$ cat src/cltm_pkg.sv
`default_nettype none
// ----------------------------------------------------------------------------
// cltm_pkg: shared types and constants for the CPU list text parser
// Character codes, parse phase codes and the command passed from the
// front parser to the mask builder.
// ----------------------------------------------------------------------------
package cltm_pkg;

    localparam int CPU_COUNT_DEF   = 64;
    localparam int QUEUE_DEPTH_DEF = 2;

    localparam int MASK_W = 64;
    localparam int IDX_W  = 6;
    localparam int NUM_W  = 32;

    localparam logic [NUM_W-1:0] RANGE_LIMIT = 32'd4096;

    localparam logic [7:0] CH_COMMA = 8'h2C;
    localparam logic [7:0] CH_DASH  = 8'h2D;
    localparam logic [7:0] CH_SPACE = 8'h20;
    localparam logic [7:0] CH_TAB   = 8'h09;
    localparam logic [7:0] CH_CR    = 8'h0D;
    localparam logic [7:0] CH_ZERO  = 8'h30;
    localparam logic [7:0] CH_NINE  = 8'h39;

    // Parse phase codes
    localparam logic [2:0] PH_SKIP   = 3'd0;
    localparam logic [2:0] PH_FIRST  = 3'd1;
    localparam logic [2:0] PH_DASH   = 3'd2;
    localparam logic [2:0] PH_SECOND = 3'd3;
    localparam logic [2:0] PH_DONE   = 3'd4;

    // One request from the parser to the mask builder
    typedef struct packed {
        logic             apply;
        logic             emit;
        logic [NUM_W-1:0] first;
        logic [NUM_W-1:0] last;
    } cmd_t;

endpackage : cltm_pkg
`default_nettype wire

$ cat src/cltm_front.sv
`default_nettype none
// ----------------------------------------------------------------------------
// cltm_front: character parser
// Classifies each character, accumulates decimal numbers and issues one
// range or emit request per character that closes an item or ends a string.
// ----------------------------------------------------------------------------
module cltm_front
    import cltm_pkg::*;
(
    input  wire logic       clk,
    input  wire logic       rst_n,
    input  wire logic       in_valid,
    output logic            in_ready,
    input  wire logic [7:0] char_code,
    input  wire logic       last_char,
    input  wire logic       q_full,
    output logic            q_push,
    output cmd_t            q_cmd
);

    logic [2:0]       phase_reg,  phase_next;
    logic [NUM_W-1:0] start_reg,  start_next;
    logic [NUM_W-1:0] accum_reg,  accum_next;

    logic             is_sep, is_dig, is_dash;
    logic [NUM_W-1:0] acc_base;
    logic [NUM_W+3:0] prod;
    logic [NUM_W-1:0] acc_digit;
    logic [2:0]       ph_t;
    logic [NUM_W-1:0] acc_t, start_t;
    logic             take;
    cmd_t             cmd;

    assign is_sep  = (char_code == CH_COMMA) || (char_code == CH_SPACE) ||
                     ((char_code >= CH_TAB) && (char_code <= CH_CR));
    assign is_dig  = (char_code >= CH_ZERO) && (char_code <= CH_NINE);
    assign is_dash = (char_code == CH_DASH);

    // Saturating acc * 10 + digit
    assign acc_base = (phase_reg == PH_FIRST || phase_reg == PH_SECOND) ? accum_reg : '0;
    always_comb
    begin
        prod = ({4'b0, acc_base} << 3) + ({4'b0, acc_base} << 1)
             + {{NUM_W{1'b0}}, 4'(char_code - CH_ZERO)};
        acc_digit = (prod[NUM_W+3:NUM_W] != 4'd0) ? {NUM_W{1'b1}} : prod[NUM_W-1:0];
    end

    always_comb
    begin
        ph_t    = phase_reg;
        acc_t   = accum_reg;
        start_t = start_reg;
        cmd     = '0;
        case (phase_reg)
            PH_SKIP:
            begin
                if (is_dig)
                begin
                    acc_t = acc_digit;
                    ph_t  = PH_FIRST;
                end
                else if (!is_sep)
                begin
                    ph_t = PH_DONE;
                end
            end
            PH_FIRST:
            begin
                if (is_dig)
                begin
                    acc_t = acc_digit;
                end
                else if (is_dash)
                begin
                    start_t = accum_reg;
                    acc_t   = '0;
                    ph_t    = PH_DASH;
                end
                else
                begin
                    cmd.apply = 1'b1;
                    cmd.first = accum_reg;
                    cmd.last  = accum_reg;
                    acc_t     = '0;
                    start_t   = '0;
                    ph_t      = is_sep ? PH_SKIP : PH_DONE;
                end
            end
            PH_DASH:
            begin
                if (is_dig)
                begin
                    acc_t = acc_digit;
                    ph_t  = PH_SECOND;
                end
                else
                begin
                    ph_t = PH_DONE;
                end
            end
            PH_SECOND:
            begin
                if (is_dig)
                begin
                    acc_t = acc_digit;
                end
                else
                begin
                    cmd.apply = 1'b1;
                    cmd.first = start_reg;
                    cmd.last  = accum_reg;
                    acc_t     = '0;
                    start_t   = '0;
                    ph_t      = is_sep ? PH_SKIP : PH_DONE;
                end
            end
            default:
            begin
                ph_t = PH_DONE;
            end
        endcase

        // Close an open item at end of string
        if (last_char)
        begin
            cmd.emit = 1'b1;
            if (ph_t == PH_FIRST)
            begin
                cmd.apply = 1'b1;
                cmd.first = acc_t;
                cmd.last  = acc_t;
            end
            else if (ph_t == PH_SECOND)
            begin
                cmd.apply = 1'b1;
                cmd.first = start_t;
                cmd.last  = acc_t;
            end
        end
    end

    assign in_ready = !q_full;
    assign take     = in_valid && in_ready;
    assign q_push   = take && (cmd.apply || cmd.emit);
    assign q_cmd    = cmd;

    always_comb
    begin
        phase_next = phase_reg;
        accum_next = accum_reg;
        start_next = start_reg;
        if (take)
        begin
            if (last_char)
            begin
                phase_next = PH_SKIP;
                accum_next = '0;
                start_next = '0;
            end
            else
            begin
                phase_next = ph_t;
                accum_next = acc_t;
                start_next = start_t;
            end
        end
    end

    always_ff @(posedge clk or negedge rst_n)
    begin
        if (!rst_n)
        begin
            phase_reg <= PH_SKIP;
            accum_reg <= '0;
            start_reg <= '0;
        end
        else
        begin
            phase_reg <= phase_next;
            accum_reg <= accum_next;
            start_reg <= start_next;
        end
    end

endmodule : cltm_front
`default_nettype wire

$ cat src/cltm_queue.sv
`default_nettype none
// ----------------------------------------------------------------------------
// cltm_queue: request queue between parser and mask builder
// Small register FIFO so that either side can stall on its own.
// ----------------------------------------------------------------------------
module cltm_queue
    import cltm_pkg::*;
#(
    parameter int QUEUE_DEPTH = QUEUE_DEPTH_DEF
)
(
    input  wire logic clk,
    input  wire logic rst_n,
    input  wire logic push,
    input  wire cmd_t push_cmd,
    output logic      full,
    input  wire logic pop,
    output logic      head_valid,
    output cmd_t      head_cmd
);

    localparam int PTR_W = (QUEUE_DEPTH > 1) ? $clog2(QUEUE_DEPTH) : 1;
    localparam int CNT_W = $clog2(QUEUE_DEPTH + 1);

    cmd_t             slot_reg [QUEUE_DEPTH];
    logic [PTR_W-1:0] wr_ptr_reg, wr_ptr_next;
    logic [PTR_W-1:0] rd_ptr_reg, rd_ptr_next;
    logic [CNT_W-1:0] count_reg,  count_next;
    logic             do_push, do_pop;

    assign full       = (count_reg == CNT_W'(QUEUE_DEPTH));
    assign head_valid = (count_reg != '0);
    assign head_cmd   = slot_reg[rd_ptr_reg];
    assign do_push    = push && !full;
    assign do_pop     = pop && head_valid;

    always_comb
    begin
        wr_ptr_next = wr_ptr_reg;
        rd_ptr_next = rd_ptr_reg;
        count_next  = count_reg;
        if (do_push)
        begin
            wr_ptr_next = (wr_ptr_reg == PTR_W'(QUEUE_DEPTH - 1)) ? '0 : wr_ptr_reg + 1'b1;
        end
        if (do_pop)
        begin
            rd_ptr_next = (rd_ptr_reg == PTR_W'(QUEUE_DEPTH - 1)) ? '0 : rd_ptr_reg + 1'b1;
        end
        if (do_push && !do_pop)
        begin
            count_next = count_reg + 1'b1;
        end
        else if (do_pop && !do_push)
        begin
            count_next = count_reg - 1'b1;
        end
    end

    always_ff @(posedge clk or negedge rst_n)
    begin
        if (!rst_n)
        begin
            wr_ptr_reg <= '0;
            rd_ptr_reg <= '0;
            count_reg  <= '0;
        end
        else
        begin
            wr_ptr_reg <= wr_ptr_next;
            rd_ptr_reg <= rd_ptr_next;
            count_reg  <= count_next;
        end
    end

    always_ff @(posedge clk)
    begin
        if (do_push)
        begin
            slot_reg[wr_ptr_reg] <= push_cmd;
        end
    end

endmodule : cltm_queue
`default_nettype wire

$ cat src/cltm_back.sv
`default_nettype none
// ----------------------------------------------------------------------------
// cltm_back: mask builder
// Applies one range request per cycle to the CPU set and loads the output
// register on an emit request.
// ----------------------------------------------------------------------------
module cltm_back
    import cltm_pkg::*;
#(
    parameter int CPU_COUNT = CPU_COUNT_DEF
)
(
    input  wire logic               clk,
    input  wire logic               rst_n,
    input  wire logic               head_valid,
    input  wire cmd_t               head_cmd,
    output logic                    pop,
    output logic                    out_valid,
    input  wire logic               out_ready,
    output logic [MASK_W-1:0]       cpu_mask,
    output logic                    cpus_dropped
);

    localparam logic [NUM_W-1:0] CPU_LIMIT = NUM_W'(CPU_COUNT);
    localparam logic [IDX_W-1:0] CPU_TOP   = IDX_W'(CPU_COUNT - 1);
    localparam logic [IDX_W-1:0] MASK_TOP  = IDX_W'(MASK_W - 1);

    logic [MASK_W-1:0] set_reg,   set_next;
    logic              drop_reg,  drop_next;
    logic              ovalid_reg, ovalid_next;
    logic [MASK_W-1:0] omask_reg;
    logic              odrop_reg;

    logic              in_range, drop_hit, set_hit;
    logic [NUM_W-1:0]  span;
    logic [IDX_W-1:0]  hi_idx;
    logic [MASK_W-1:0] range_bits, set_new;
    logic              drop_new, out_free, load;

    assign span     = head_cmd.last - head_cmd.first;
    assign in_range = head_cmd.apply && (head_cmd.last >= head_cmd.first)
                      && (span < RANGE_LIMIT);
    assign drop_hit = in_range && (head_cmd.last >= CPU_LIMIT);
    assign set_hit  = in_range && (head_cmd.first < CPU_LIMIT);
    assign hi_idx   = (head_cmd.last < CPU_LIMIT) ? head_cmd.last[IDX_W-1:0] : CPU_TOP;

    always_comb
    begin
        range_bits = ({MASK_W{1'b1}} << head_cmd.first[IDX_W-1:0])
                   & ({MASK_W{1'b1}} >> (MASK_TOP - hi_idx));
        set_new  = set_reg | (set_hit ? range_bits : '0);
        drop_new = drop_reg | drop_hit;
    end

    assign out_free = !ovalid_reg || out_ready;
    assign pop      = head_valid && (!head_cmd.emit || out_free);
    assign load     = pop && head_cmd.emit;

    always_comb
    begin
        set_next    = set_reg;
        drop_next   = drop_reg;
        ovalid_next = ovalid_reg;
        if (out_ready)
        begin
            ovalid_next = 1'b0;
        end
        if (pop)
        begin
            if (head_cmd.emit)
            begin
                set_next    = '0;
                drop_next   = 1'b0;
                ovalid_next = 1'b1;
            end
            else
            begin
                set_next  = set_new;
                drop_next = drop_new;
            end
        end
    end

    always_ff @(posedge clk or negedge rst_n)
    begin
        if (!rst_n)
        begin
            set_reg    <= '0;
            drop_reg   <= 1'b0;
            ovalid_reg <= 1'b0;
        end
        else
        begin
            set_reg    <= set_next;
            drop_reg   <= drop_next;
            ovalid_reg <= ovalid_next;
        end
    end

    always_ff @(posedge clk)
    begin
        if (load)
        begin
            omask_reg <= set_new;
            odrop_reg <= drop_new;
        end
    end

    assign out_valid    = ovalid_reg;
    assign cpu_mask     = omask_reg;
    assign cpus_dropped = odrop_reg;

endmodule : cltm_back
`default_nettype wire

$ cat src/cpu_list_text_to_mask.sv
`default_nettype none
// Result path: the request from the last accepted character is written into the
// request queue, then loads the output register (out_valid) when that register is free.
// Throughput: one character per cycle; the mask builder applies one range per cycle.
// A full request queue (stalled output) is the only thing that drops in_ready.
// Reset (rst_n low, asynchronous) clears the parse phase, numbers, CPU set and
// the output valid; the block takes characters in the first cycle after reset.
// ----------------------------------------------------------------------------
// cpu_list_text_to_mask: CPU list text to CPU bit mask
// Parses text such as "0-3,8,10-11" one character at a time and returns the
// listed CPUs as a bit mask on the character marked last.
// ----------------------------------------------------------------------------
module cpu_list_text_to_mask
    import cltm_pkg::*;
#(
    parameter int CPU_COUNT   = CPU_COUNT_DEF,
    parameter int QUEUE_DEPTH = QUEUE_DEPTH_DEF
)
(
    input  wire logic              clk,
    input  wire logic              rst_n,
    input  wire logic              in_valid,
    output logic                   in_ready,
    input  wire logic [7:0]        char_code,
    input  wire logic              last_char,
    output logic                   out_valid,
    input  wire logic              out_ready,
    output logic [MASK_W-1:0]      cpu_mask,
    output logic                   cpus_dropped
);

    logic q_full, q_push, q_pop, q_head_valid;
    cmd_t q_cmd, q_head_cmd;

    cltm_front u_front (
        .clk       (clk),
        .rst_n     (rst_n),
        .in_valid  (in_valid),
        .in_ready  (in_ready),
        .char_code (char_code),
        .last_char (last_char),
        .q_full    (q_full),
        .q_push    (q_push),
        .q_cmd     (q_cmd)
    );

    cltm_queue #(
        .QUEUE_DEPTH (QUEUE_DEPTH)
    ) u_queue (
        .clk        (clk),
        .rst_n      (rst_n),
        .push       (q_push),
        .push_cmd   (q_cmd),
        .full       (q_full),
        .pop        (q_pop),
        .head_valid (q_head_valid),
        .head_cmd   (q_head_cmd)
    );

    cltm_back #(
        .CPU_COUNT (CPU_COUNT)
    ) u_back (
        .clk          (clk),
        .rst_n        (rst_n),
        .head_valid   (q_head_valid),
        .head_cmd     (q_head_cmd),
        .pop          (q_pop),
        .out_valid    (out_valid),
        .out_ready    (out_ready),
        .cpu_mask     (cpu_mask),
        .cpus_dropped (cpus_dropped)
    );

endmodule : cpu_list_text_to_mask
`default_nettype wire

$ cat config.mk
export PLATFORM = sky130hd
export DESIGN_NAME = cpu_list_text_to_mask
export DESIGN_NICKNAME = d
export VERILOG_FILES = /design/src/cltm_pkg.sv /design/src/cltm_front.sv /design/src/cltm_queue.sv /design/src/cltm_back.sv /design/src/cpu_list_text_to_mask.sv
export SDC_FILE = /design/constraint.sdc
export NUM_CORES = 1
export LEC_CHECK = 0
export ABC_AREA = 1
export BUFFER_PORTS_ARGS = -buffer_cell sky130_fd_sc_hd__buf_2
export CORE_ASPECT_RATIO = 1.1
export CORE_MARGIN = 2
export CORE_UTILIZATION = 60
export CTS_BUF_LIST = sky130_fd_sc_hd__clkbuf_8 sky130_fd_sc_hd__clkbuf_16
export CTS_CLUSTER_DIAMETER = 30
export DETAILED_ROUTE_END_ITERATION = 7
export GPL_TIMING_DRIVEN = 1
export HOLD_SLACK_MARGIN = 0.08
export PLACE_DENSITY = 0.85
export SLEW_MARGIN = 5
export SYNTH_ARGS = -nofsm -noshare
export SYNTH_HDL_FRONTEND = slang
export SYNTH_SLANG_ARGS = --single-unit
$ cat constraint.sdc
create_clock -name clk -period 13.4 [get_ports clk]
set_clock_uncertainty 0.15 [all_clocks]
set_input_delay 0.67 -clock clk [delete_from_list [all_inputs] [get_ports clk]]
set_output_delay 0.67 -clock clk [all_outputs]
set_load 0.03 [all_outputs]
==> impl_metrics.tcl <==
set metrics [dict create \
    grt_pass1_vias 21739 \
    cp_max_fo 48 \
    async_flop_share_pct 41.0 \
    area_growth_pct 13.9 \
    synth_sequential_area_ratio_pct 42.0 \
    final.period_utilization_pct 44.3 \
    final_hold_viol_count 0 \
    slew_violations 0 \
    p_int_uw 2980 \
    p_comb_share_pct 41.2 \
    critical_path_class "reg2reg" \
    post_cts_hold_buffer_count 1 \
    worst_setup_hold_path_clk_slew_ns 0.05 \
    path_delay_family "simple AND/OR/NAND/NOR gates" \
    postCtsSetupBuffers 0 \
    global_route_wire_length_before_repair_um 119000 \
    critical_path.startpoint "u_front.phase_reg[2]$_DFFE_PN0P_" \
    min-delay-path-class "in2reg" \
    drt-vias-per-instance 6.11 \
    yosysWarningCount 0 \
    least_margin_pin_slew_ns 1.14 \
    drt_iter0_drc 2873 \
    route.detailed.wl_per_inst_um 21.1 \
    synth_edf_count 197 \
    clockPowerShare_pct 33.1 \
    die_height_um 206 \
    globalRouteTotalUtil_pct 39.5 \
    fin_util_pct 68.8 \
    p_sw_uw 2250 \
    syn-num-nets 3122 \
    cp.arrival_ns 6.13 \
    largest_reg_flops 132 \
    p_seq_share_pct 25.6 \
    p_per_area_nw_per_um2 206 \
    worst_setup_path_end_kind "flop" \
    portBuffers 79 \
    grt.overflow.total 0 \
    antenna_violating_nets_post_route 0 \
    ctsResizeCount 0 \
    clk_root_buffer_cell "clkbuf_16" \
    clock_tree.htree_level_count 3 \
    cpPeakStageDelay_ns 0.74 \
    finish.net_count 3172 \
    gp_routability_congestion 0.987 \
    die_area_um2 38700 \
    worstSetupStartpointType "flop" \
    detailroute.via_count 22059 \
    crit_chain "nor2_1, buf_4, inv_2, buf_4, nor2_1, inv_1, fa_1, fa_1, o21ai_1, nand2_1, nand2_1, nand2_1, nand2_1, nand3_1, nand3_1, nand2_1, nor2_1, buf_4, nand2_1, o21ai_0, nand3_1, nand2_1, nand2_1" \
    ios 80 \
    power.ir.vdd_worst_mv 0.221 \
    summed_negative_setup_slack_over_all_endpoints_ns 0 \
    maxCapViolCount 0 \
    floorplan.initialDensity_pct 60.4 \
    fin_hold_ws_ns 0.247 \
    setup_violations 0 \
    post-layout-total-power_uw 5230 \
    timing.critical_path.buf_inv 5 \
    mostFrequentLayoutCells "812 x nand2_1, 381 x inv_1, 305 x nor2_1" \
    r2r-start "u_front.phase_reg[2]$_DFFE_PN0P_" \
    synth.distinct_cells 50 \
    postSynthCellCount 3011 \
    crit_required_ns 13.59 \
    netSwitchingFraction_pct 43.1 \
    clock_latency_ns 0.62 \
    clock.fmax_mhz 169 \
    cpMostUsedCell "nand2_1" \
    drt_drc_violations_left 0 \
    postSynthRegisterBits 334 \
    coreArea_um2 36900 \
    outcome "complete, no violations" \
    slew_headroom_pct 23.8 \
    layout_commonest_cell "nand2_1" \
    power.static_leakage_uw 0.0119 \
    clock_tree.buffer_depth 3 \
    tmin_final_ns 5.93 \
    first_pass_iteration_count_of_the_detailed_router 7 \
    cts_num_sinks 334 \
    rsz_0062_raised_after_global_routing "false" \
    dominantRegCellSynth "edfxtp_1" \
    synth_area_per_cell_um2 7.40 \
    post_synth_instance_area_um2 22300 \
    hpwlAfterDp_um 53000 \
    cts_inserted_buffers 66 \
    cpMaxStageDelayCell "dfrtp_1" \
    finalWirelength_um 76200 \
    clock_tree_from_tritoncts "done" \
    placement_rows 74 \
    antennaDiodeCount 0 \
    hp-start "out_ready" \
    antenna_found_initial 0 \
    drive_above_1_share_pct 8.38 \
    grt_max_degree 94 \
    die-width_um 188 \
]
stage by stage:
step	worst slack [ns]	std cells	area [µm²]
after detailed placement	7.61	3486	23000
final	7.47	3609	25400
after floorplan	8.28	3011	22300
after global routing	7.11	3609	25400
after global placement	7.70	3486	23000
after CTS	7.57	3609	25400
tightest hold or removal path, delay by kind of cell:
family / cells / cell delay [ns]
buf+inv: 2 / 0.18
simple gates: 2 / 0.10
metal layers:
layer,share of wire (%),global-route usage [%],wire [µm],vias to the layer above
li1,-,-,-,10174
met3,10,8.03,7870,315
met5,0,0,0,-
met4,5.7,22.9,4350,0
met2,47,66.0,36000,1352
met1,37,47.8,28000,10218
power groups by stage:
stage,Sequential (µW),Combinational [µW],Clock [µW]
finish,1340,2160,1730
global route,1350,2370,1780
CTS,1340,2110,1730
detailed placement,1350,2090,0
global placement,1350,2060,0
floorplan,1510,1330,0
worst paths after layout:
kind	slack [ns]	to	cells past startpoint
max	7.47	u_queue.slot_reg[0][62]$_DFFE_PP_	23
min	0.25	u_back.out_valid$_DFF_PN0_	4
max reg2reg	7.47	u_queue.slot_reg[0][62]$_DFFE_PP_	23
min reg2reg	0.36	u_back.cpu_mask[60]$_DFFE_PP_	2
max in group asynchronous	11.28	u_front.accum_reg[14]$_DFFE_PN0P_	3
min in group asynchronous	0.59	u_back.set_reg[34]$_DFFE_PN0P_	2
cells by family (layout without fill, tap and decap cells):
logic type / count (synthesis) / count (layout) / synth area share (%)
simple gates: 1409 / 1409 / 26.2
compound gates: 594 / 594 / 14.6
buf+inv: 518 / 622 / 9.24
mux: 26 / 26 / 1.17
flops: 334 / 334 / 42.0
xor+xnor: 32 / 32 / 1.26
fa+ha+maj: 98 / 98 / 5.57
cell usage after synthesis (5+ instances only):
master     instances  area, µm²
nand2_1          812       3050
inv_1            377       1420
nor2_1           311       1170
o21ai_0          253       1270
a21oi_1          213       1070
edfxtp_1         197       5920
dfrtp_1          137       3430
nand3_1          109        546
ha_1              96       1200
clkbuf_1          92        345
nand4_1           87        544
nor3_1            57        285
o22ai_1           39        244
mux2i_1           26        260
buf_2             21        105
xnor2_1           19        166
o31ai_1           17        128
xor2_1            13        114
or2_2             12       75.1
buf_6             11        124
o21ai_1           11       55.1
a22oi_1            9       67.6
o211ai_1           9       67.6
a2bb2oi_1          7       61.3
buf_1              7       26.3
nand3b_1           6       45.0
a211oi_1           5       37.5
a21o_1             5       37.5
a32o_1             5       50.1
inv_2              5       18.8
or2_1              5       31.3
area by class of cell:
class,count,area (µm²)
Timing Repair Buffer,114,667
Multi-Input combinational cell,2159,10900
Inverter,386,1450
Tap cell,494,618
Sequential cell,334,9350
Clock inverter,51,651
Clock buffer,71,1720
Fill cell,3068,11500
Power figures use the tool's default switching activity.
